$ cat src/hw/rtl/gmt_pkg.sv
// ----------------------------------------------------------------------------
// gmt_pkg: shared types and constants of the membership table
// opcodes, status codes, widths and the controller-to-datapath command struct
// ----------------------------------------------------------------------------
`default_nettype none
package gmt_pkg;
   localparam int MaxMembers = 32;
   localparam int SlotW      = $clog2(MaxMembers);
   localparam int CountW     = 6;
   localparam int GossipB    = 2;

   localparam logic [2:0] OP_MERGE = 3'd0;
   localparam logic [2:0] OP_TICK  = 3'd1;
   localparam logic [2:0] OP_SWEEP = 3'd2;
   localparam logic [2:0] OP_READ  = 3'd3;
   localparam logic [2:0] OP_JOIN  = 3'd4;

   localparam logic [3:0] ST_ADDED     = 4'd0;
   localparam logic [3:0] ST_UPDATED   = 4'd1;
   localparam logic [3:0] ST_UNCHANGED = 4'd2;
   localparam logic [3:0] ST_FULL      = 4'd3;
   localparam logic [3:0] ST_REMOVED   = 4'd4;
   localparam logic [3:0] ST_DONE      = 4'd5;
   localparam logic [3:0] ST_BUMPED    = 4'd6;
   localparam logic [3:0] ST_ALONE     = 4'd7;
   localparam logic [3:0] ST_READ      = 4'd8;
   localparam logic [3:0] ST_EMPTY     = 4'd9;
   localparam logic [3:0] ST_JOINED    = 4'd10;

   localparam logic [1:0] CSR_SELF_ID   = 2'd0;
   localparam logic [1:0] CSR_SELF_PORT = 2'd1;
   localparam logic [1:0] CSR_TIMEOUT   = 2'd2;

   // request fields held for the whole operation
   typedef struct packed {
      logic [2:0]  opcode;
      logic [31:0] entry_id;
      logic [15:0] entry_port;
      logic [31:0] entry_heartbeat;
      logic [31:0] now_time;
      logic [4:0]  read_slot;
      logic        message_end;
   } req_type;

   // controller commands for one cycle
   typedef struct packed {
      logic             load;     // capture request
      logic             rd;       // read slot addr into read register
      logic [SlotW-1:0] addr;
      logic             do_join;
      logic             update;   // merge update at hit slot
      logic             insert;   // insert at free slot
      logic             bump;     // tick self slot
      logic             remove;   // remove slot in read register
      logic             emit;     // load output register
      logic [3:0]       status;
      logic             use_rd;   // output fields from read register
      logic             use_req;  // output fields from request (full)
      logic             last;
   } cmd_type;

   // datapath status back to controller
   typedef struct packed {
      logic             rd_valid;    // valid bit of registered slot
      logic             match;       // registered slot matches request
      logic             newer;       // incoming heartbeat greater
      logic             expired;     // registered slot aged out
      logic             free_found;
      logic [SlotW-1:0] free_slot;
      logic             self_valid;
      logic [CountW-1:0] count;
      logic             out_busy;    // output register still occupied
   } stat_type;
endpackage
`default_nettype wire

$ cat src/hw/rtl/gmt_join_mux.sv
// ----------------------------------------------------------------------------
// gmt_join_mux: splits the tick state into tick and join commands
// join writes self into slot zero and clears the other slots
// ----------------------------------------------------------------------------
`default_nettype none
module gmt_join_mux import gmt_pkg::*; (
   input  wire logic    clock,
   input  wire logic    reset,
   input  wire logic    req_take,
   input  wire logic [2:0] req_opcode,
   input  wire cmd_type cmd_raw,
   output cmd_type      cmd
);
   logic join_ff;

   always_ff @(posedge clock) begin
      if (reset) begin
         join_ff <= 1'b0;
      end else if (req_take) begin
         join_ff <= (req_opcode == OP_JOIN);
      end else if (cmd_raw.emit) begin
         join_ff <= 1'b0;
      end
   end

   // a pending join turns the tick emit into a join write
   always_comb begin
      cmd = cmd_raw;
      if (join_ff && cmd_raw.emit) begin
         cmd.bump    = 1'b0;
         cmd.use_rd  = 1'b0;
         cmd.do_join = 1'b1;
         cmd.status  = ST_JOINED;
      end
   end
endmodule
`default_nettype wire

$ cat config.mk
export PLATFORM = sky130hd
export DESIGN_NAME = gmt_join_mux
export DESIGN_NICKNAME = d
export VERILOG_FILES = /design/src/hw/rtl/gmt_pkg.sv /design/src/hw/rtl/gmt_join_mux.sv
export SDC_FILE = /design/constraint.sdc
export NUM_CORES = 1
export LEC_CHECK = 0
export BUFFER_PORTS_ARGS = -buffer_cell sky130_fd_sc_hd__buf_2
export CORE_AREA = 5 5 42 44
export DETAILED_ROUTE_END_ITERATION = 6
export DIE_AREA = 0 0 47 49
export HOLD_SLACK_MARGIN = 0.05
export PLACE_DENSITY = 0.65
export SLEW_MARGIN = 10
export SYNTH_ARGS = -nofsm -noshare
export SYNTH_HDL_FRONTEND = slang
export SYNTH_SLANG_ARGS = --single-unit
export TNS_END_PERCENT = 100
$ cat constraint.sdc
create_clock -name clock -period 0.9 [get_ports clock]
set_input_delay 0.045 -clock clock [delete_from_list [all_inputs] [get_ports clock]]
set_output_delay 0.045 -clock clock [all_outputs]
set_load 0.01 [all_outputs]
==> impl_summary.txt <==
----------------------------------------------------
[Timing]
  Final sum of negative setup slack ... 0 ps
  Final period util ... 0.943
  Setup repair after global routing missed its margin ... false
  Time the final worst path needs with I/O delays and setup ... 849 ps
  Number of max-slew violations in the final report ... 0
  Worst clock skew ... 0 ps
  Final hold viol count ... 0
  Max-slew headroom at the worst pin ... 0.855
  Transition at the pin with the smallest max-transition slack ... 217 ps
  Highest Clock Rate ... 1180 MHz
  Final setup fails ... 0

[Routing]
  Total vias in the final route ... ~180
  Final ANT Viol Nets ... 0
  Vias per std cell ... between 3 and 4
  Iteration count of the initial detailed-routing pass ... 1
  Routed length per instance ... 10.1 µm
  Total wire length ... approximately 500 µm
  Total DRC errors in the routed layout ... 0
  DRC marker count from the first detailed-route iteration ... 0

[Critical path]
  Launch instance of the worst register-to-register path ... join_ff
  Type of destination of the critical path ... register
  Data arrival time of the critical path ... between 700 and 800 ps
  Required time of the critical path ... 830 ps
  Length in cells of the worst reg-to-reg path ... 2
  Critical Path Source ... join_ff
  Start-to-end type of the worst setup path ... register to register
  Flop2flop setup slack ... approximately 51 ps
  R2r endpoint ... join_ff
  Startpoint Class ... register
  Worst-path fanout max ... 2

[Flow run]
  Total of max-cap violations ... 0

[Yosys]
  Sequential share of the synthesized area ... 0.105
  Register bit count reported by yosys ... 1
  Number of distinct library cell variants in the gate-level netlist after synthesis ... 8
  Warning count from the yosys run ... 0
  Count of mapped cells out of synthesis ... 25
  Summed instance area of the synthesized netlist ... 190 µm²
  Avg Synthesized Cell Area ... ~7.6 µm²
  Net count after synthesis ... between 50 and 60

[Placement]
  Port bufs ... 21
  Gpl congestion ... between 0.5 and 0.6
  Cell area after placement ... between 200 and 250 µm²

[Floorplan]
  Placement Rows ... 14
  Die extent in y ... 49 µm
  Initial standard-cell utilization of the core ... 0.136
  Die width ... approximately 47 µm
  I/O pin count ... 46
  Area of the placeable core ... between 0.001 and 0.0015 mm²
  Die area ... about 0.0023 mm²

[Status]
  Run status ... finished clean

[Clock tree]
  Clock transition at path regs ... 0 ps
  Post-CTS setup buffers ... 0
  Clock latency reported for the late side of the worst-skew pair ... 0 ps
  CTS-repair resized insts ... 0
  Number of buffers added to fix hold violations after cts ... 0

[Cells and area]
  Net count reported at finish ... just over 60
  Layout cell share with drive strength beyond 1 ... 0.636
  Area occupied by multi-input gates ... around 73 µm²
  Final-layout fill cell count ... between 150 and 200
  Flip-flop count of the largest register after layout ... 1
  FF/Latch Area ... about 20 µm²
  P&R area growth vs syn ... 14.5%
  Count of antenna diodes in the layout ... 0
  Biggest regs ... join_ff x1
  Post-route cell area ... 218 µm²
  Top reg by flops ... join_ff

[GRT]
  Leftover overflow at the end of global routing ... 0
  Pin count of the biggest net entering global routing ... 8
  GR Util All Layers ... 0.0309
  Number of antenna violations at the first check in global routing ... 0
  Vias in the first global route ... roughly 150
  First-pass GRT wire length ... approximately 560 µm

[Pwr]
  Clk network pwr share ... 0
  Internal power ... a little under 90 µW
  Maximum vdd drop ... 0.230 mV
  Combinational share of power ... 0.607
  Switching fraction of total power ... 0.245
  Leakage power of the design ... 0.000116 µW
  Power density over cell area ... roughly 540 mW/mm²
  Reg power frac ... 0.393
  Switching power ... roughly 29 µW

[Min path]
  Hold endpoint ... cmd[17]
  Cell depth of the worst min-delay path ... 0
  Worst min-delay path startpoint ... cmd_raw[17]
  Worst hold-check path type ... input port to primary output

----------------------------------------------------
power groups by stage:
stage,Combinational (µW),Clock (µW),Sequential (µW)
finish,71.8,0,46.5
global route,79.2,0,46.6
CTS,73.2,0,46.6
detailed placement,73.1,0,46.6
global placement,72.2,0,46.5
floorplan,85.4,0,46.4
layout make-up:
class,instances,share of cell area
timing repair buffer,21,0.483
tap,16,0.0920
multi-input combinational,11,0.333
sequential,1,0.0920
cells by family after synthesis:
logic type | after synthesis | synth area share
flops | 1 | 0.105
buf+inv | 13 | 0.513
simple gates | 10 | 0.355
compound gates | 1 | 0.0263
worst max path at each step:
stage / to / slack, ps / cells past startpoint
5_1_grt: join_ff / 9 / 2
4_1_cts: join_ff / 40 / 2
6_report: join_ff / 50 / 2
3_5_place_dp: join_ff / 40 / 2
3_3_place_gp: join_ff / 70 / 2
2_1_floorplan: join_ff / 80 / 2
metal layers:
layer	up-vias	wire length [µm]	track usage
met5	-	0	0
met4	0	6	0.00922
met3	2	178	0.0111
met2	26	191	0.0588
met1	66	118	0.0283
li1	82	-	-
Yosys cell counts, drive strengths merged:
library cell | instances | share of area
buf | 13 | 0.51
and2 | 4 | 0.13
nand2b | 3 | 0.099
a21oi | 1 | 0.026
dfxtp | 1 | 0.11
nand2 | 1 | 0.020
nand4bb | 1 | 0.059
or3b | 1 | 0.046
metrics by stage:
stage | cells | power [µW] | hold WS, ps | utilization | setup WS (ps)
3_5_place_dp | 49 | 120 | 90.1 | 0.155 | 37.1
3_3_place_gp | 49 | 119 | 90.1 | 0.155 | 65.8
4_1_cts | 49 | 120 | 90.1 | 0.155 | 37.1
5_1_grt | 49 | 126 | 90.0 | 0.155 | 8.60
2_1_floorplan | 25 | 132 | 114 | - | 83.1
6_report | 49 | 118 | 90.0 | 0.155 | 51.3
worst max-delay path, stage by stage (launching register included):
cell                      delay (ps)
sky130_fd_sc_hd__dfxtp_1         300
sky130_fd_sc_hd__or3b_1          340
sky130_fd_sc_hd__a21oi_1         140
placed cells by master (no fill, tap or decap), drive strengths merged:
cell type / instances
a21oi: 1
nand2: 1
buf: 21
nand4bb: 1
dfxtp: 1
and2: 4
nand2b: 3
or3b: 1
No activity file was read; power rests on OpenSTA's default activity.
