===== config.mk =====
export PLATFORM = sky130hd
export DESIGN_NAME = gmt_datapath
export DESIGN_NICKNAME = d
export VERILOG_FILES = /design/src/hw/rtl/gmt_pkg.sv /design/src/hw/rtl/gmt_datapath.sv
export SDC_FILE = /design/constraint.sdc
export NUM_CORES = 2
export LEC_CHECK = 0
export BUFFER_PORTS_ARGS = -buffer_cell sky130_fd_sc_hd__clkbuf_2
export CAP_MARGIN = 20
export CORE_AREA = 5 5 617 619
export DETAILED_ROUTE_END_ITERATION = 16
export DIE_AREA = 0 0 622 624
export PLACE_DENSITY_LB_ADDON = 0.3
export SLEW_MARGIN = 30
export SYNTH_ARGS = -nofsm -noshare
export SYNTH_HDL_FRONTEND = slang
export SYNTH_SLANG_ARGS = --single-unit

===== constraint.sdc =====
create_clock -name clock -period 26.4 [get_ports clock]
set_input_delay 1.32 -clock clock [delete_from_list [all_inputs] [get_ports clock]]
set_output_delay 1.32 -clock clock [all_outputs]
set_load 0.005 [all_outputs]

===== src/hw/rtl/gmt_pkg.sv =====
// ----------------------------------------------------------------------------
// gmt_pkg: shared types and constants of the membership table
// opcodes, status codes, widths and the controller-to-datapath command struct
// ----------------------------------------------------------------------------
`default_nettype none
package gmt_pkg;
   localparam int MaxMembers = 32;
   localparam int SlotW      = $clog2(MaxMembers);
   localparam int CountW     = 6;
   localparam int GossipB    = 2;

   localparam logic [2:0] OP_MERGE = 3'd0;
   localparam logic [2:0] OP_TICK  = 3'd1;
   localparam logic [2:0] OP_SWEEP = 3'd2;
   localparam logic [2:0] OP_READ  = 3'd3;
   localparam logic [2:0] OP_JOIN  = 3'd4;

   localparam logic [3:0] ST_ADDED     = 4'd0;
   localparam logic [3:0] ST_UPDATED   = 4'd1;
   localparam logic [3:0] ST_UNCHANGED = 4'd2;
   localparam logic [3:0] ST_FULL      = 4'd3;
   localparam logic [3:0] ST_REMOVED   = 4'd4;
   localparam logic [3:0] ST_DONE      = 4'd5;
   localparam logic [3:0] ST_BUMPED    = 4'd6;
   localparam logic [3:0] ST_ALONE     = 4'd7;
   localparam logic [3:0] ST_READ      = 4'd8;
   localparam logic [3:0] ST_EMPTY     = 4'd9;
   localparam logic [3:0] ST_JOINED    = 4'd10;

   localparam logic [1:0] CSR_SELF_ID   = 2'd0;
   localparam logic [1:0] CSR_SELF_PORT = 2'd1;
   localparam logic [1:0] CSR_TIMEOUT   = 2'd2;

   // request fields held for the whole operation
   typedef struct packed {
      logic [2:0]  opcode;
      logic [31:0] entry_id;
      logic [15:0] entry_port;
      logic [31:0] entry_heartbeat;
      logic [31:0] now_time;
      logic [4:0]  read_slot;
      logic        message_end;
   } req_type;

   // controller commands for one cycle
   typedef struct packed {
      logic             load;     // capture request
      logic             rd;       // read slot addr into read register
      logic [SlotW-1:0] addr;
      logic             do_join;
      logic             update;   // merge update at hit slot
      logic             insert;   // insert at free slot
      logic             bump;     // tick self slot
      logic             remove;   // remove slot in read register
      logic             emit;     // load output register
      logic [3:0]       status;
      logic             use_rd;   // output fields from read register
      logic             use_req;  // output fields from request (full)
      logic             last;
   } cmd_type;

   // datapath status back to controller
   typedef struct packed {
      logic             rd_valid;    // valid bit of registered slot
      logic             match;       // registered slot matches request
      logic             newer;       // incoming heartbeat greater
      logic             expired;     // registered slot aged out
      logic             free_found;
      logic [SlotW-1:0] free_slot;
      logic             self_valid;
      logic [CountW-1:0] count;
      logic             out_busy;    // output register still occupied
   } stat_type;
endpackage
`default_nettype wire


===== src/hw/rtl/gmt_datapath.sv =====
// ----------------------------------------------------------------------------
// gmt_datapath: slot memory, valid bits, output register
// executes one controller command per cycle
// ----------------------------------------------------------------------------
`default_nettype none
module gmt_datapath import gmt_pkg::*; (
   input  wire logic              clock,
   input  wire logic              reset,
   input  wire logic [31:0]       self_id,
   input  wire logic [15:0]       self_port,
   input  wire logic [15:0]       remove_timeout,
   input  wire req_type           req_in,
   input  wire cmd_type           cmd,
   output stat_type               stat,
   output logic                   out_valid,
   input  wire logic              out_ready,
   output logic [3:0]             out_status,
   output logic [31:0]            out_id,
   output logic [15:0]            out_port,
   output logic [31:0]            out_heartbeat,
   output logic [31:0]            out_stamp,
   output logic [CountW-1:0]      out_count,
   output logic                   out_mdone,
   output logic                   out_last
);
   logic [31:0] mem_id    [MaxMembers];
   logic [15:0] mem_port  [MaxMembers];
   logic [31:0] mem_beat  [MaxMembers];
   logic [31:0] mem_stamp [MaxMembers];

   logic [MaxMembers-1:0] valid_ff, valid_in;
   logic [CountW-1:0]     count_ff, count_in;
   req_type               req_ff;
   logic [SlotW-1:0]      raddr_ff;
   logic [31:0]           rid_ff, rbeat_ff, rstamp_ff;
   logic [15:0]           rport_ff;
   logic                  ovalid_ff;
   logic [3:0]            ostatus_ff;
   logic [31:0]           oid_ff, obeat_ff, ostamp_ff;
   logic [15:0]           oport_ff;
   logic [CountW-1:0]     ocount_ff;
   logic                  omdone_ff, olast_ff;

   logic                  wr_en;
   logic [SlotW-1:0]      wr_addr;
   logic [31:0]           wr_id, wr_beat, wr_stamp;
   logic [15:0]           wr_port;
   logic [31:0]           age;
   logic                  free_found;
   logic [SlotW-1:0]      free_slot;

   // write port selection
   always_comb begin
      wr_en    = 1'b0;
      wr_addr  = raddr_ff;
      wr_id    = rid_ff;
      wr_port  = rport_ff;
      wr_beat  = req_ff.entry_heartbeat;
      wr_stamp = req_ff.now_time;
      if (cmd.do_join) begin
         wr_en   = 1'b1;
         wr_addr = '0;
         wr_id   = self_id;
         wr_port = self_port;
         wr_beat = '0;
      end else if (cmd.update) begin
         wr_en = 1'b1;
      end else if (cmd.insert) begin
         wr_en   = 1'b1;
         wr_addr = free_slot;
         wr_id   = req_ff.entry_id;
         wr_port = req_ff.entry_port;
      end else if (cmd.bump) begin
         wr_en   = 1'b1;
         wr_addr = '0;
         wr_beat = (rbeat_ff == 32'hFFFF_FFFF) ? rbeat_ff : rbeat_ff + 32'd1;
      end
   end

   always_ff @(posedge clock) begin
      if (wr_en) begin
         mem_id[wr_addr]    <= wr_id;
         mem_port[wr_addr]  <= wr_port;
         mem_beat[wr_addr]  <= wr_beat;
         mem_stamp[wr_addr] <= wr_stamp;
      end
      if (cmd.rd) begin
         rid_ff    <= mem_id[cmd.addr];
         rport_ff  <= mem_port[cmd.addr];
         rbeat_ff  <= mem_beat[cmd.addr];
         rstamp_ff <= mem_stamp[cmd.addr];
         raddr_ff  <= cmd.addr;
      end
      if (cmd.load) req_ff <= req_in;
   end

   // lowest free slot from one up
   always_comb begin
      free_found = 1'b0;
      free_slot  = '0;
      for (int i = MaxMembers - 1; i >= 1; i--) begin
         if (!valid_ff[i]) begin
            free_found = 1'b1;
            free_slot  = SlotW'(i);
         end
      end
   end

   always_comb begin
      valid_in = valid_ff;
      count_in = count_ff;
      if (cmd.do_join) begin
         valid_in    = '0;
         valid_in[0] = 1'b1;
         count_in    = CountW'(1);
      end else if (cmd.insert) begin
         valid_in[free_slot] = 1'b1;
         count_in = count_ff + CountW'(1);
      end else if (cmd.remove) begin
         valid_in[raddr_ff] = 1'b0;
         count_in = count_ff - CountW'(1);
      end
   end

   always_ff @(posedge clock) begin
      if (reset) begin
         valid_ff <= '0;
         count_ff <= '0;
      end else begin
         valid_ff <= valid_in;
         count_ff <= count_in;
      end
   end

   assign age = (req_ff.now_time >= rstamp_ff) ? req_ff.now_time - rstamp_ff : 32'd0;

   always_comb begin
      stat.rd_valid   = valid_ff[raddr_ff];
      stat.match      = (rid_ff == req_ff.entry_id) && (rport_ff == req_ff.entry_port);
      stat.newer      = req_ff.entry_heartbeat > rbeat_ff;
      stat.expired    = age >= {16'd0, remove_timeout};
      stat.free_found = free_found;
      stat.free_slot  = free_slot;
      stat.self_valid = valid_ff[0];
      stat.count      = count_ff;
      stat.out_busy   = ovalid_ff && !out_ready;
   end

   // output register; count shows state after this result
   always_ff @(posedge clock) begin
      if (reset) begin
         ovalid_ff <= 1'b0;
      end else if (cmd.emit) begin
         ovalid_ff <= 1'b1;
      end else if (out_ready) begin
         ovalid_ff <= 1'b0;
      end
      if (cmd.emit) begin
         ostatus_ff <= cmd.status;
         ocount_ff  <= count_in;
         olast_ff   <= cmd.last;
         omdone_ff  <= (req_ff.opcode == OP_MERGE) ? req_ff.message_end : 1'b0;
         if (cmd.do_join || cmd.update || cmd.insert || cmd.bump) begin
            oid_ff    <= wr_id;
            oport_ff  <= wr_port;
            obeat_ff  <= wr_beat;
            ostamp_ff <= wr_stamp;
         end else if (cmd.use_rd) begin
            oid_ff    <= rid_ff;
            oport_ff  <= rport_ff;
            obeat_ff  <= rbeat_ff;
            ostamp_ff <= rstamp_ff;
         end else if (cmd.use_req) begin
            oid_ff    <= req_ff.entry_id;
            oport_ff  <= req_ff.entry_port;
            obeat_ff  <= req_ff.entry_heartbeat;
            ostamp_ff <= '0;
         end else begin
            oid_ff    <= '0;
            oport_ff  <= '0;
            obeat_ff  <= '0;
            ostamp_ff <= '0;
         end
      end
   end

   assign out_valid     = ovalid_ff;
   assign out_status    = ostatus_ff;
   assign out_id        = oid_ff;
   assign out_port      = oport_ff;
   assign out_heartbeat = obeat_ff;
   assign out_stamp     = ostamp_ff;
   assign out_count     = ocount_ff;
   assign out_mdone     = omdone_ff;
   assign out_last      = olast_ff;

   a_count_bound: assert property (@(posedge clock) disable iff (reset)
      count_ff <= CountW'(MaxMembers))
      else $error("member count out of range");
   a_count_match: assert property (@(posedge clock) disable iff (reset)
      count_ff == CountW'($countones(valid_ff)) || !valid_ff[0] && count_ff == '0)
      else $error("member count differs from valid bits");
   a_one_write: assert property (@(posedge clock) disable iff (reset)
      $onehot0({cmd.do_join, cmd.update, cmd.insert, cmd.bump, cmd.remove}))
      else $error("two table writes in one cycle");
endmodule
`default_nettype wire


==> flow_summary.ini <==
[status]
status = finished, final reports clean

[cts]
cts.clk_slew.worst_paths_ps = 60
cts_buffers = 401
cts_root_buf = clkbuf_16
htreeDepth = 5
clock-sinks = 3980
clock_path_buffers = 4
cts_tree = yes
cts_setup_buffers = 0
clk_latency_ps = 980
cts_resized = 0
cts.hold.buffers_added = 0

[floorplanning]
die-height_um = 624
core_area_um2 = 374000
rows = 225
die_x_um = 622
start_util_pct = 41.8
num_io_pins = 351
die-area_um2 = 388000

[placed_design]
routabilityCongestion = 0.885
portBuffers = 345
dp.final_hpwl_um = 228000

[yosys]
synth_cells = 7110
yosys.cell_count.top_type = edfxtp_1
synthTopCellsByArea = edfxtp_1, mux4_2, mux2_2
syn_area_um2 = 157000
syn_nets = 7402
synth_area_leader_cell = edfxtp_1
synth_seq_area_share_pct = 76.1
synth_flop_cell = edfxtp_1
synth_edf_count = 3941
yosys-top-cells-count = edfxtp_1, mux4_2, clkbuf_1
yosysWarnings = 0
synth_cell_types = 82
avgSynthCellArea_um2 = 22.0
synth_top_area_share_pct = 75.6
ys_ff_latch = 3980
synthArstFlopShare_pct = 0

[critical_path]
crit_chain = ha_1, nand2_1, nor2_1, nand4_1, nor4_1, o21ai_0, a21oi_1, a211oi_2, buf_4, nor4b_1, ha_1, nand2_1, a21oi_1, a211oi_1, o211ai_1, a221oi_1, o311ai_0, nor4_2, nand4_1, o41a_1, clkbuf_2
cp-end-kind = output pin
critPathLaunchType = flip-flop
crit_slowest_cell = nor4_1
required_ps = 25080
crit_path_max_incr_delay_ps = 700
critical_path_arrival_ps = 7100
critical_path_class = flip-flop to output pin
cp_max_fo = 17

[routing]
drt_iter0_markers = 9371
dr.pass1.iters = 6
routedWlPerCell_um = 32.4
drc_errors = 0
vias = 78428
drtAntennaViolNets = 0
vias_per_cell = 5.99
wl_um = 424000

[layout]
areaGrowthSynthToFinish_pct = 14.3
multi_input_area_um2 = 36500
drive_above_1_share_pct = 31.3
num-fill-cells = 30281
seq_area_um2 = 119000
nets = 8049

[power_and_ir_drop]
power.leakage_nw = 57.1
ir_drop_mv = 0.0585
powerDensity_nw_per_um2 = 76.1

[global_route]
grt_pass1_vias = 80035
gr-usage-all-layers_pct = 21.4
grt_first_pass_wirelength_um = 600000
grt_start_max_net_pins = 93
grt_antenna_before_repair = 17
grt-ovfl-total = 0

[timing]
hold_viol = 0
fin_crit_sh_pct = 31.9
skew_ps = 66.5
relSlewSlack_pct = 28.9
worst_pin_slew_ps = 1070
tns_ps = 0
setup_viol = 0
max_freq_mhz = 119
final_max_slew_viol_count = 0
post-route-min-period_ps = 8420
rsz0062_at_grt = no
hold_ws_ps = 521

[worst_hold_path]
hold_class = input port to flip-flop

[run]
maxCapViolCount = 0
routing by layer:
metal	wire length [µm]	share of wire [%]	vias to the layer above	track usage, %
met5	34	0.0080	-	0
met4	16700	3.9	6	7.60
met1	165000	39	42607	28.8
met3	30600	7.2	750	3.27
li1	-	-	31405	-
met2	211000	50	3660	35.8
layout by cell type, fill, tap and decap left out, types with 20 or more instances in the layout:
cell | Yosys | routed
a22oi_1 | 25 | 25
edfxtp_1 | 3941 | 3941
nor2_1 | 200 | 184
dfxtp_1 | 39 | 39
xnor2_1 | 41 | 41
mux2_2 | 112 | 112
clkinv_2 | 0 | 73
clkbuf_16 | 0 | 405
ha_1 | 83 | 83
xor2_1 | 61 | 58
buf_4 | 5 | 217
o211ai_1 | 26 | 26
clkbuf_1 | 303 | 81
nand3_1 | 74 | 74
buf_6 | 0 | 25
clkbuf_2 | 0 | 335
a21o_1 | 30 | 30
inv_1 | 99 | 99
nor3_1 | 41 | 26
clkinv_1 | 0 | 99
o21ai_4 | 0 | 28
mux2i_1 | 49 | 49
nand4_1 | 30 | 30
a21oi_1 | 79 | 68
o21ai_0 | 114 | 66
a221oi_1 | 57 | 57
bufinv_16 | 0 | 21
nand2_1 | 228 | 228
mux4_2 | 1128 | 1128
nor4_1 | 21 | 20
registers in the layout, indices dropped and copies added (netlist names), 84 cells and up:
signal and count:
mem_beat 1024, req_ff 84, mem_stamp 1024, mem_port 512
mem_id 1024
worst paths after layout:
kind | from | end | slack, ps | cells past startpoint
worst max-delay path | wr_stamp[19] | stat[14] | 17980 | 21
worst min-delay path | req_in[92] | req_ff[92] | 520 | 1
worst max register to register | valid_ff[4] | mem_port[14][1] | 21090 | 12
worst min register to register | req_ff[120] | out_mdone | 540 | 1
area by class of cell:
class	count	share of cell area (%)
inverter	99	0.208
timing repair buffer	615	2.42
multi-input combinational	2660	20.4
sequential	3980	66.6
clock buffer	492	5.88
tap	4994	3.49
antenna	12	0.0168
clock inverter	236	1.05
through the flow:
step | total power [mW] | utilization (%) | std cells | worst slack, ps | instance area [µm²]
floorplan | 7.94 | - | 7110 | 15300 | 157000
global placement | 8.29 | 44.2 | 12313 | 18430 | 166000
detailed placement | 8.33 | 44.4 | 12330 | 18730 | 166000
CTS | 13.7 | 47.7 | 13058 | 17640 | 179000
global route | 14.1 | 47.8 | 13082 | 17600 | 179000
finish | 13.6 | 47.8 | 13088 | 17980 | 179000
worst max-delay path: cells and delay by family, from the launching register on:
| family | cells | cell delay [ps] |
|---|---|---|
| AND/OR/NAND/NOR | 8 | 2270 |
| AO/OA/AOI/OAI | 9 | 2070 |
| adder cells (fa/ha/maj) | 2 | 850 |
| flip-flops | 1 | 640 |
| buffers and inverters | 2 | 330 |
where the power goes:
group	switching, mW	total (mW)	internal, mW
clock	2.38	5.41	3.04
combinational	0.593	0.957	0.364
sequential	0.0789	7.24	7.16
total	3.05	13.6	10.6
logic make-up after synthesis:
kind of cell,Yosys count,share of synthesized area [%]
flip-flops,3980,76.1
multiplexers,1289,17.3
AND/OR/NAND/NOR,699,2.06
AO/OA/AOI/OAI,486,2.11
buffers and inverters,470,1.14
XOR/XNOR,102,0.571
adder cells (fa/ha/maj),84,0.676
Note: power is estimated with default switching activity, not from simulation.
