===== config.mk =====
export PLATFORM = sky130hd
export DESIGN_NAME = gmt_controller
export DESIGN_NICKNAME = d
export VERILOG_FILES = /design/src/hw/rtl/gmt_pkg.sv /design/src/hw/rtl/gmt_controller.sv
export SDC_FILE = /design/constraint.sdc
export NUM_CORES = 1
export LEC_CHECK = 0
export BUFFER_PORTS_ARGS = -buffer_cell sky130_fd_sc_hd__buf_4
export CAP_MARGIN = 20
export CORE_MARGIN = 3
export CORE_UTILIZATION = 47
export DETAILED_ROUTE_END_ITERATION = 12
export PLACE_DENSITY = 0.79
export SKIP_CTS_REPAIR_TIMING = 1
export SLEW_MARGIN = 30
export SYNTH_ARGS = -nofsm -noshare
export SYNTH_HDL_FRONTEND = slang
export SYNTH_SLANG_ARGS = --single-unit

===== constraint.sdc =====
create_clock -name clock -period 1.8 [get_ports clock]
set_input_delay 0.36 -clock clock [delete_from_list [all_inputs] [get_ports clock]]
set_output_delay 0.36 -clock clock [all_outputs]
set_load 0.05 [all_outputs]

===== src/hw/rtl/gmt_pkg.sv =====
// ----------------------------------------------------------------------------
// gmt_pkg: shared types and constants of the membership table
// opcodes, status codes, widths and the controller-to-datapath command struct
// ----------------------------------------------------------------------------
`default_nettype none
package gmt_pkg;
   localparam int MaxMembers = 32;
   localparam int SlotW      = $clog2(MaxMembers);
   localparam int CountW     = 6;
   localparam int GossipB    = 2;

   localparam logic [2:0] OP_MERGE = 3'd0;
   localparam logic [2:0] OP_TICK  = 3'd1;
   localparam logic [2:0] OP_SWEEP = 3'd2;
   localparam logic [2:0] OP_READ  = 3'd3;
   localparam logic [2:0] OP_JOIN  = 3'd4;

   localparam logic [3:0] ST_ADDED     = 4'd0;
   localparam logic [3:0] ST_UPDATED   = 4'd1;
   localparam logic [3:0] ST_UNCHANGED = 4'd2;
   localparam logic [3:0] ST_FULL      = 4'd3;
   localparam logic [3:0] ST_REMOVED   = 4'd4;
   localparam logic [3:0] ST_DONE      = 4'd5;
   localparam logic [3:0] ST_BUMPED    = 4'd6;
   localparam logic [3:0] ST_ALONE     = 4'd7;
   localparam logic [3:0] ST_READ      = 4'd8;
   localparam logic [3:0] ST_EMPTY     = 4'd9;
   localparam logic [3:0] ST_JOINED    = 4'd10;

   localparam logic [1:0] CSR_SELF_ID   = 2'd0;
   localparam logic [1:0] CSR_SELF_PORT = 2'd1;
   localparam logic [1:0] CSR_TIMEOUT   = 2'd2;

   // request fields held for the whole operation
   typedef struct packed {
      logic [2:0]  opcode;
      logic [31:0] entry_id;
      logic [15:0] entry_port;
      logic [31:0] entry_heartbeat;
      logic [31:0] now_time;
      logic [4:0]  read_slot;
      logic        message_end;
   } req_type;

   // controller commands for one cycle
   typedef struct packed {
      logic             load;     // capture request
      logic             rd;       // read slot addr into read register
      logic [SlotW-1:0] addr;
      logic             do_join;
      logic             update;   // merge update at hit slot
      logic             insert;   // insert at free slot
      logic             bump;     // tick self slot
      logic             remove;   // remove slot in read register
      logic             emit;     // load output register
      logic [3:0]       status;
      logic             use_rd;   // output fields from read register
      logic             use_req;  // output fields from request (full)
      logic             last;
   } cmd_type;

   // datapath status back to controller
   typedef struct packed {
      logic             rd_valid;    // valid bit of registered slot
      logic             match;       // registered slot matches request
      logic             newer;       // incoming heartbeat greater
      logic             expired;     // registered slot aged out
      logic             free_found;
      logic [SlotW-1:0] free_slot;
      logic             self_valid;
      logic [CountW-1:0] count;
      logic             out_busy;    // output register still occupied
   } stat_type;
endpackage
`default_nettype wire


===== src/hw/rtl/gmt_controller.sv =====
// ----------------------------------------------------------------------------
// gmt_controller: sequencer of the membership table operations
// while the output register is free, scans slots one per cycle for merge and sweep
// ----------------------------------------------------------------------------
`default_nettype none
module gmt_controller import gmt_pkg::*; (
   input  wire logic     clock,
   input  wire logic     reset,
   input  wire logic     req_valid,
   output logic          req_ready,
   input  wire logic [2:0] req_opcode,
   input  wire logic [4:0] req_read_slot,
   input  wire stat_type stat,
   output cmd_type       cmd
);
   typedef enum logic [2:0] {
      S_IDLE, S_MSCAN, S_SSCAN, S_TICK, S_READ, S_DONE
   } state_type;

   state_type        state_ff;
   logic [SlotW:0]   idx_ff;     // slot of data now in read register
   logic             last_ff;    // read register holds final scan slot
   logic [4:0]       rslot_ff;

   always_comb begin
      req_ready = (state_ff == S_IDLE) && !stat.out_busy;
      cmd = '0;
      cmd.addr = '0;
      case (state_ff)
         S_IDLE: begin
            if (req_valid && req_ready) begin
               cmd.load = 1'b1;
               cmd.rd   = 1'b1;
               if (req_opcode == OP_SWEEP) begin
                  cmd.addr = SlotW'(1);
               end else if (req_opcode == OP_READ) begin
                  cmd.addr = SlotW'(req_read_slot);
               end else begin
                  cmd.addr = '0;
               end
            end
         end
         S_MSCAN: begin
            if (!stat.out_busy) begin
               if (stat.rd_valid && stat.match) begin
                  cmd.emit = 1'b1; cmd.last = 1'b1;
                  if (stat.newer) begin
                     cmd.update = 1'b1; cmd.status = ST_UPDATED;
                  end else begin
                     cmd.use_rd = 1'b1; cmd.status = ST_UNCHANGED;
                  end
               end else if (last_ff) begin
                  cmd.emit = 1'b1; cmd.last = 1'b1;
                  if (stat.free_found) begin
                     cmd.insert = 1'b1; cmd.status = ST_ADDED;
                  end else begin
                     cmd.use_req = 1'b1; cmd.status = ST_FULL;
                  end
               end else begin
                  cmd.rd   = 1'b1;
                  cmd.addr = idx_ff[SlotW-1:0] + SlotW'(1);
               end
            end
         end
         S_SSCAN: begin
            if (!stat.out_busy) begin
               if (stat.rd_valid && stat.expired) begin
                  cmd.remove = 1'b1; cmd.emit = 1'b1;
                  cmd.use_rd = 1'b1; cmd.status = ST_REMOVED;
               end
               if (!last_ff) begin
                  cmd.rd   = 1'b1;
                  cmd.addr = idx_ff[SlotW-1:0] + SlotW'(1);
               end
            end
         end
         S_DONE: begin
            if (!stat.out_busy) begin
               cmd.emit = 1'b1; cmd.last = 1'b1; cmd.status = ST_DONE;
            end
         end
         S_TICK: begin
            if (!stat.out_busy) begin
               cmd.emit = 1'b1; cmd.last = 1'b1;
               if (stat.self_valid && stat.count >= CountW'(2)) begin
                  cmd.bump = 1'b1; cmd.status = ST_BUMPED;
               end else begin
                  cmd.use_rd = stat.self_valid; cmd.status = ST_ALONE;
               end
            end
         end
         S_READ: begin
            if (!stat.out_busy) begin
               cmd.emit = 1'b1; cmd.last = 1'b1;
               if (stat.rd_valid && 32'(rslot_ff) < 32'(MaxMembers)) begin
                  cmd.use_rd = 1'b1; cmd.status = ST_READ;
               end else begin
                  cmd.status = ST_EMPTY;
               end
            end
         end
         default: cmd = '0;
      endcase
   end

   always_ff @(posedge clock) begin
      if (reset) begin
         state_ff <= S_IDLE;
         idx_ff   <= '0;
         last_ff  <= 1'b0;
         rslot_ff <= '0;
      end else begin
         case (state_ff)
            S_IDLE: begin
               if (req_valid && req_ready) begin
                  rslot_ff <= req_read_slot;
                  idx_ff   <= (req_opcode == OP_SWEEP) ? (SlotW+1)'(1) : '0;
                  last_ff  <= 1'b0;
                  case (req_opcode)
                     OP_MERGE: state_ff <= S_MSCAN;
                     OP_SWEEP: state_ff <= S_SSCAN;
                     OP_TICK:  state_ff <= S_TICK;
                     OP_READ:  state_ff <= S_READ;
                     OP_JOIN:  state_ff <= S_TICK;
                     default:  state_ff <= S_IDLE;
                  endcase
               end
            end
            S_MSCAN, S_SSCAN: begin
               if (cmd.emit && cmd.last) begin
                  state_ff <= S_IDLE;
               end else if (!stat.out_busy) begin
                  if (last_ff) begin
                     state_ff <= S_DONE;
                  end else begin
                     idx_ff  <= idx_ff + (SlotW+1)'(1);
                     last_ff <= (idx_ff + (SlotW+1)'(1)) == (SlotW+1)'(MaxMembers - 1);
                  end
               end
            end
            S_TICK, S_READ, S_DONE: begin
               if (cmd.emit) state_ff <= S_IDLE;
            end
            default: state_ff <= S_IDLE;
         endcase
      end
   end

   a_idx_range: assert property (@(posedge clock) disable iff (reset)
      idx_ff < (SlotW+1)'(MaxMembers))
      else $error("scan index out of range");
   a_no_take_busy: assert property (@(posedge clock) disable iff (reset)
      state_ff != S_IDLE |-> !req_ready)
      else $error("request taken while busy");
   a_emit_free: assert property (@(posedge clock) disable iff (reset)
      cmd.emit |-> !stat.out_busy)
      else $error("result overwritten");
endmodule
`default_nettype wire


==> results by group, run 1 <==
Run status
  – Outcome: finished with violations
  – Failing checks: negative setup slack

Global routing
  – Grt ovf: 0
  – Largest net degree at the start of global routing: 13
  – First-pass GRT wire length: 6437 µm
  – Initial antenna violation count: 0
  – GRT Util Overall: 24.81%
  – Vias in the first global route: 1,523

Route
  – Vias: 1,590
  – WL final: 4201 µm
  – Highest routed layer: met4
  – Drt wl/cell: 15.97 µm
  – DR iter-0 viols: 88
  – Remaining antenna violation count: 0
  – Vias per cell: 6.046
  – DR WL met2: 2129 µm
  – DRT Pass-1 Iters: 5
  – Met3 wire len: 318 µm
  – M1 WL: 1624 µm
  – Post-route DRC violation count: 0

Power and ir drop
  – Switching part of the total: 43.64%
  – Total power: 1.015 mW
  – Comb pwr share: 57.6%
  – P_sw: 442.8 µW
  – LEAKAGE: 0.8452 nW
  – Worst VDD drop: 0.4668 mV
  – Clock share of power: 16.6%
  – Power density cells: 498.8 nW/µm²
  – Pint: 571.9 µW
  – Sequential power share: 25.8%

STA
  – Setup Skew: 0.002108 ns
  – Setup slack after layout: -0.1912 ns
  – Setup Viol. Count Final: 12
  – WHS: 0.3527 ns
  – Setup TNS: -1.629 ns
  – Count of pins over their slew limit: 0
  – RSZ-0062 raised after global routing: yes
  – Fmax: 0.5022 GHz
  – Hold Fails Final Rpt: 0
  – Final period utilization: 110.6%
  – Post-layout min period: 1.991 ns

Setup path
  – CP required: 1.44 ns
  – Crit path arrival time: 1.63 ns
  – Slowest cell on crit path: dfxtp_4
  – Buf/Inv on CP: 2
  – Crit-path cells: nor4_4 -> nand2_2 -> nor2_2 -> buf_6 -> o2bb2ai_4 -> buf_6
  – Worst path top cell family by delay: simple AND/OR/NAND/NOR gates
  – Critical path startpoint category: flop
  – Crit end category: output pin
  – Crit Path Max Fanout: 6
  – Critical path type: reg -> out
  – Delay of the slowest cell on the worst path: 0.37 ns
  – Most frequent CP cell: buf_6

Yosys
  – Dominant synthesized flop cell: dfxtp_1
  – Synth top area cells: dfxtp_1 (17%), nor2_1 (6.2%), o21ai_0 (5.6%), nand3_1 (4.8%), nor3_1 (3.9%)
  – FF+latch count, synth: 10
  – Distinct cells, synth: 50
  – Cell accounting for the most synthesized area: dfxtp_1
  – Top cells by count, synth: nor2_1 (19), o21ai_0 (13), nand3_1 (11)
  – Async S/R FF share, synth: 0%
  – Yosys top cell area share: 17.30%
  – EDFF count, synth: 0
  – Syn avg cell area: 6.930 µm²
  – Synth warn: 0
  – Net count after synthesis: 198
  – Most numerous cell in the Yosys netlist: nor2_1
  – Register area share after synthesis: 17.30%
  – Post-Syn Instances: 167
  – Post-Syn Area: 1157 µm²

Clock tree
  – CTS max path bufs: 2
  – CTS clk-pin slew, worst paths: 0.07 ns
  – TritonCTS clock tree: yes
  – Skew-Pair Late Insertion Delay: 0.27 ns
  – Root buf cell: clkbuf_4
  – CTS sink cnt: 10
  – Htree depth: 1
  – Clock buffer count from CTS: 3

Placed design
  – Placer Congestion: 0.8975
  – Placed wire-length estimate: 3078 µm
  – Port bufs: 42
  – Cells after DPL: 256

Cells and area
  – Post-layout util: 89.39%
  – Layout cells sized above 1: 51.91%
  – Fillers: 107
  – Area grow syn2layout: 75.78%
  – Fin cells: 263
  – Ant diodes: 0
  – Nets: 267

Floorplan
  – Die Area: 3094 µm²
  – Die extent in x: 55.63 µm
  – Boundary Pins: 50
  – Die Y: 55.63 µm
  – Row count: 17
  – Starting density of the core: 50.85%
  – Core Box Area: 2276 µm²

Worst hold path
  – Worst min path class: in -> reg

Flow run
  – Max-cap viol count: 0
==> state kept, by name, summed over array words and instances (netlist names) <==
register and cells:
last_ff 1, state_ff 3, idx_ff 6
==> final timing paths <==
| path | start | end | slack (ns) | depth (start not counted) |
|---|---|---|---|---|
| worst min register to register | idx_ff[5]$_SDFFE_PP0P_ | idx_ff[5]$_SDFFE_PP0P_ | 0.53 | 2 |
| worst max register to register | state_ff[1]$_SDFFE_PP0P_ | idx_ff[5]$_SDFFE_PP0P_ | 0.10 | 5 |
| worst max-delay path | state_ff[0]$_SDFFE_PP0P_ | cmd[15] | -0.19 | 6 |
| worst min-delay path | reset | state_ff[1]$_SDFFE_PP0P_ | 0.35 | 2 |
==> placed cells by master, fill, tap and decap left out, types with 4 or more instances in the layout <==
cell and count:
buf_6 16, nor2_1 13, nand2b_1 6, nor2_4 4, nand3_1 10, buf_4 58
nor2b_1 5, dfxtp_1 5, inv_1 4, nor3_1 6, nand2_1 4, a21oi_1 8
o21ai_0 9
==> final cells by class <==
| cell class | instances | area (µm²) | share of cell area (%) |
|---|---|---|---|
| multi-input combinational | 138 | 1076 | 52.89 |
| clock buffer | 4 | 26.28 | 1.292 |
| timing repair buffer | 76 | 645.6 | 31.73 |
| tap | 28 | 35.03 | 1.722 |
| inverter | 7 | 37.54 | 1.845 |
| sequential | 10 | 214.0 | 10.52 |
==> worst register-to-register path: stages (launching register included) <==
cell and delay (ns):
dfxtp_4 0.38, nand2b_1 0.18, buf_4 0.15, o21a_1 0.24, or4_1 0.51, a31oi_1 0.16
==> power by group through the flow <==
| stage | Combinational (mW) | Sequential [mW] | Clock (mW) |
|---|---|---|---|
| after floorplan | 0.346 | 0.254 | 0 |
| final | 0.584 | 0.262 | 0.168 |
| after detailed placement | 0.520 | 0.264 | 0 |
| after global routing | 0.623 | 0.264 | 0.183 |
| after CTS | 0.523 | 0.259 | 0.171 |
| after global placement | 0.510 | 0.263 | 0 |
==> per-stage QoR <==
step	instance area [µm²]	worst slack, ns
2_1_floorplan	1354	-0.5575
3_3_place_gp	1841	-0.09637
3_5_place_dp	1841	-0.1099
4_1_cts	1867	-0.3860
5_1_grt	2034	-0.2579
6_report	2034	-0.1912
==> kinds of logic after synthesis <==
kind of cell | count (synthesis) | synth area share, %
AO/OA/AOI/OAI | 46 | 26.92
other | 1 | 0.3240
XOR/XNOR | 6 | 4.541
adder cells (fa/ha/maj) | 2 | 2.162
multiplexers | 2 | 1.946
buffers and inverters | 19 | 7.784
flip-flops | 10 | 17.30
AND/OR/NAND/NOR | 81 | 39.03
==> layer usage <==
metal	GRT usage, %	up-vias
met5	0	-
met4	8.681	0
met3	3.712	18
met2	45.61	92
met1	28.79	728
li1	-	752
(Power assumes the default switching activity.)
==> run 2: changes to the inputs <==
Settings changed: CORE_MARGIN 3 to not set.
==> run 2 against run 1 <==
Net effect: the run still ends with negative setup slack left; sequential share of layout area about the same; global-route usage up 6.8 points; flip-flop and latch count unchanged; maximum frequency down 2.4%; count of clock-buffer cells in the layout unchanged; critical endpoint is now cmd[2].
==> results by group, run 2 (synthesized netlist as in run 1, its figures left out) <==
Run status
  – Outcome: finished with violations
  – Failing checks: negative setup slack

Cells and area
  – Most common library cell in the layout ignoring fill and taps: buf_4
  – Most frequent cells in the layout: buf_4 (59), nor2_1 (14), buf_6 (12)
  – Fillers: 99 (-7.5%)
  – Multi-input logic area: 1077 µm² (+0.12%)
  – Layout cells sized above 1: 50.64% (-1.3 points)
  – Ant diodes: 0 (unchanged)
  – Biggest regs: idx_ff x6, state_ff x3, last_ff x1
  – Nets: 267 (unchanged)
  – Max FFs per register: 6 (unchanged)
  – Post-layout util: 90.21% (+0.82 points)
  – Seq. cell area: 216.5 µm² (+1.2%)
  – Largest Register: idx_ff
  – Area grow syn2layout: 77.41%

Global routing
  – Largest net degree at the start of global routing: 13 (unchanged)
  – Most crowded layer after global routing: met2
  – Initial antenna violation count: 0 (unchanged)
  – GRT met1 Usage: 35.47% (+6.7 points)
  – Vias in the first global route: 1,431 (-6.0%)
  – Grt ovf: 0 (unchanged)
  – Met3 usage: 2.924% (-0.79 points)
  – GRT Util Overall: 31.61% (+6.8 points)
  – First-pass GRT wire length: 6196 µm (-3.7%)
  – GR Util met2: 55.84% (+10 points)

Floorplan
  – Die Area: 2665 µm² (-14%)
  – Core Box Area: 2276 µm² (unchanged)
  – Die Y: 51.63 µm (-7.2%)
  – Starting density of the core: 50.85% (unchanged)
  – Die extent in x: 51.63 µm (-7.2%)
  – Boundary Pins: 50 (unchanged)
  – Row count: 17 (unchanged)

Placed design
  – Placer Congestion: 0.8820 (-1.7%)
  – Placed wire-length estimate: 3075 µm (about the same)
  – Port bufs: 42 (unchanged)

STA
  – Fmax: 0.4902 GHz (-2.4%)
  – RSZ-0062 raised after global routing: yes
  – Count of pins over their slew limit: 0 (unchanged)
  – Setup Skew: 0.002644 ns (+0.0005355 ns)
  – Setup slack after layout: -0.2400 ns (-0.04872 ns)
  – WHS: 0.3485 ns (-0.004221 ns)
  – Final period utilization: 113.3% (+2.7 points)
  – Setup Viol. Count Final: 17 (+5)
  – Hold Fails Final Rpt: 0 (unchanged)
  – Post-layout min period: 2.040 ns (+0.04871 ns)

Route
  – Post-route DRC violation count: 0 (unchanged)
  – Remaining antenna violation count: 0 (unchanged)
  – DRT Pass-1 Iters: 8 (+3)
  – Vias per cell: 6.365 (+5.3%)
  – WL final: 4745 µm (+13%)
  – DR iter-0 viols: 94 (+6.8%)
  – Vias: 1,674 (+5.3%)
  – Drt wl/cell: 18.04 µm (+13%)

Worst hold path
  – Hold Path Origin: reset
  – Worst min path class: in -> reg

Setup path
  – Crit end category: output pin
  – Crit-path cells: buf_4 -> or4_1 -> nor2_1 -> nand3_1 -> nand3b_1 -> buf_4
  – Slowest cell on crit path: or4_1
  – Delay of the slowest cell on the worst path: 0.55 ns (+0.18 ns)
  – CP startpoint: stat[5]
  – Most frequent CP cell: buf_4
  – Reg2Reg Setup Slack: 0.05 ns (-0.05 ns)
  – CP required: 1.44 ns (about the same)
  – Crit Path Max Fanout: 2 (-4)
  – Reg-to-Reg Start: state_ff[1]$_SDFFE_PP0P_
  – Critical path startpoint category: input pin
  – Critical path type: in -> out
  – Crit path arrival time: 1.68 ns (+0.05 ns)

Power and ir drop
  – Pint: 595.4 µW (+4.1%)
  – P_sw: 463.4 µW (+4.7%)
  – LEAKAGE: 0.8620 nW (+2.0%)
  – Worst VDD drop: 0.4226 mV (-9.5%)
  – Comb pwr share: 59.4% (+1.8 points)
  – Switching part of the total: 43.77% (+0.13 points)
  – Power density cells: 515.7 nW/µm² (+3.4%)
  – Clock share of power: 16.1% (-0.5 points)
  – Sequential power share: 24.6% (-1.2 points)

Flow run
  – Max-cap viol count: 0 (unchanged)

Clock tree
  – Skew-Pair Late Insertion Delay: 0.27 ns (about the same)
  – Clock buffer count from CTS: 3 (unchanged)
  – CTS max path bufs: 2 (unchanged)
  – Root buf cell: clkbuf_4
  – Htree depth: 1 (unchanged)
  – CTS sink cnt: 10 (unchanged)
  – TritonCTS clock tree: yes
  – CTS clk-pin slew, worst paths: 0.07 ns (about the same)
## run 2: per-stage QoR
stage	worst slack [ns]	total power, mW	cells	TNS (ns)	area, µm²
floorplan	-0.5575	0.5997	167	-3.436	1354
global placement	-0.09632	0.7779	255	-0.5800	1833
detailed placement	-0.1084	0.7933	255	-0.8371	1833
CTS	-0.3633	0.9651	259	-4.492	1859
global route	-0.3200	1.105	263	-3.260	2053
finish	-0.2400	1.059	263	-2.295	2053
## run 2: final timing paths
path,to,cells past startpoint
setup / recovery,cmd[2],6
hold / removal,state_ff[1]$_SDFFE_PP0P_,2
setup reg to reg,idx_ff[5]$_SDFFE_PP0P_,5
hold reg to reg,idx_ff[5]$_SDFFE_PP0P_,2
## run 2: critical path: cells and delay by family
family | cells | cell delay, ns
AND/OR/NAND/NOR | 4 | 1.01
buffers and inverters | 2 | 0.30
## run 2: layout make-up
class / instances / share of cell area [%]
clock buffer: 4 / 1.280
inverter: 7 / 1.706
multi-input combinational: 138 / 52.47
sequential: 10 / 10.54
tap: 28 / 1.706
timing repair buffer: 76 / 32.30
## run 2: layer usage
metal	share of wire [%]	vias to the layer above
li1	-	751
met2	51	120
met3	8.1	27
met1	37	776
met4	4.5	0
met5	0	-
## run 2: power by group through the flow
stage	Clock, mW	Combinational, mW	Sequential (mW)
after floorplan	0	0.346	0.254
after global placement	0	0.515	0.263
after detailed placement	0	0.530	0.264
after CTS	0.174	0.532	0.259
after global routing	0.180	0.663	0.261
final	0.170	0.629	0.260
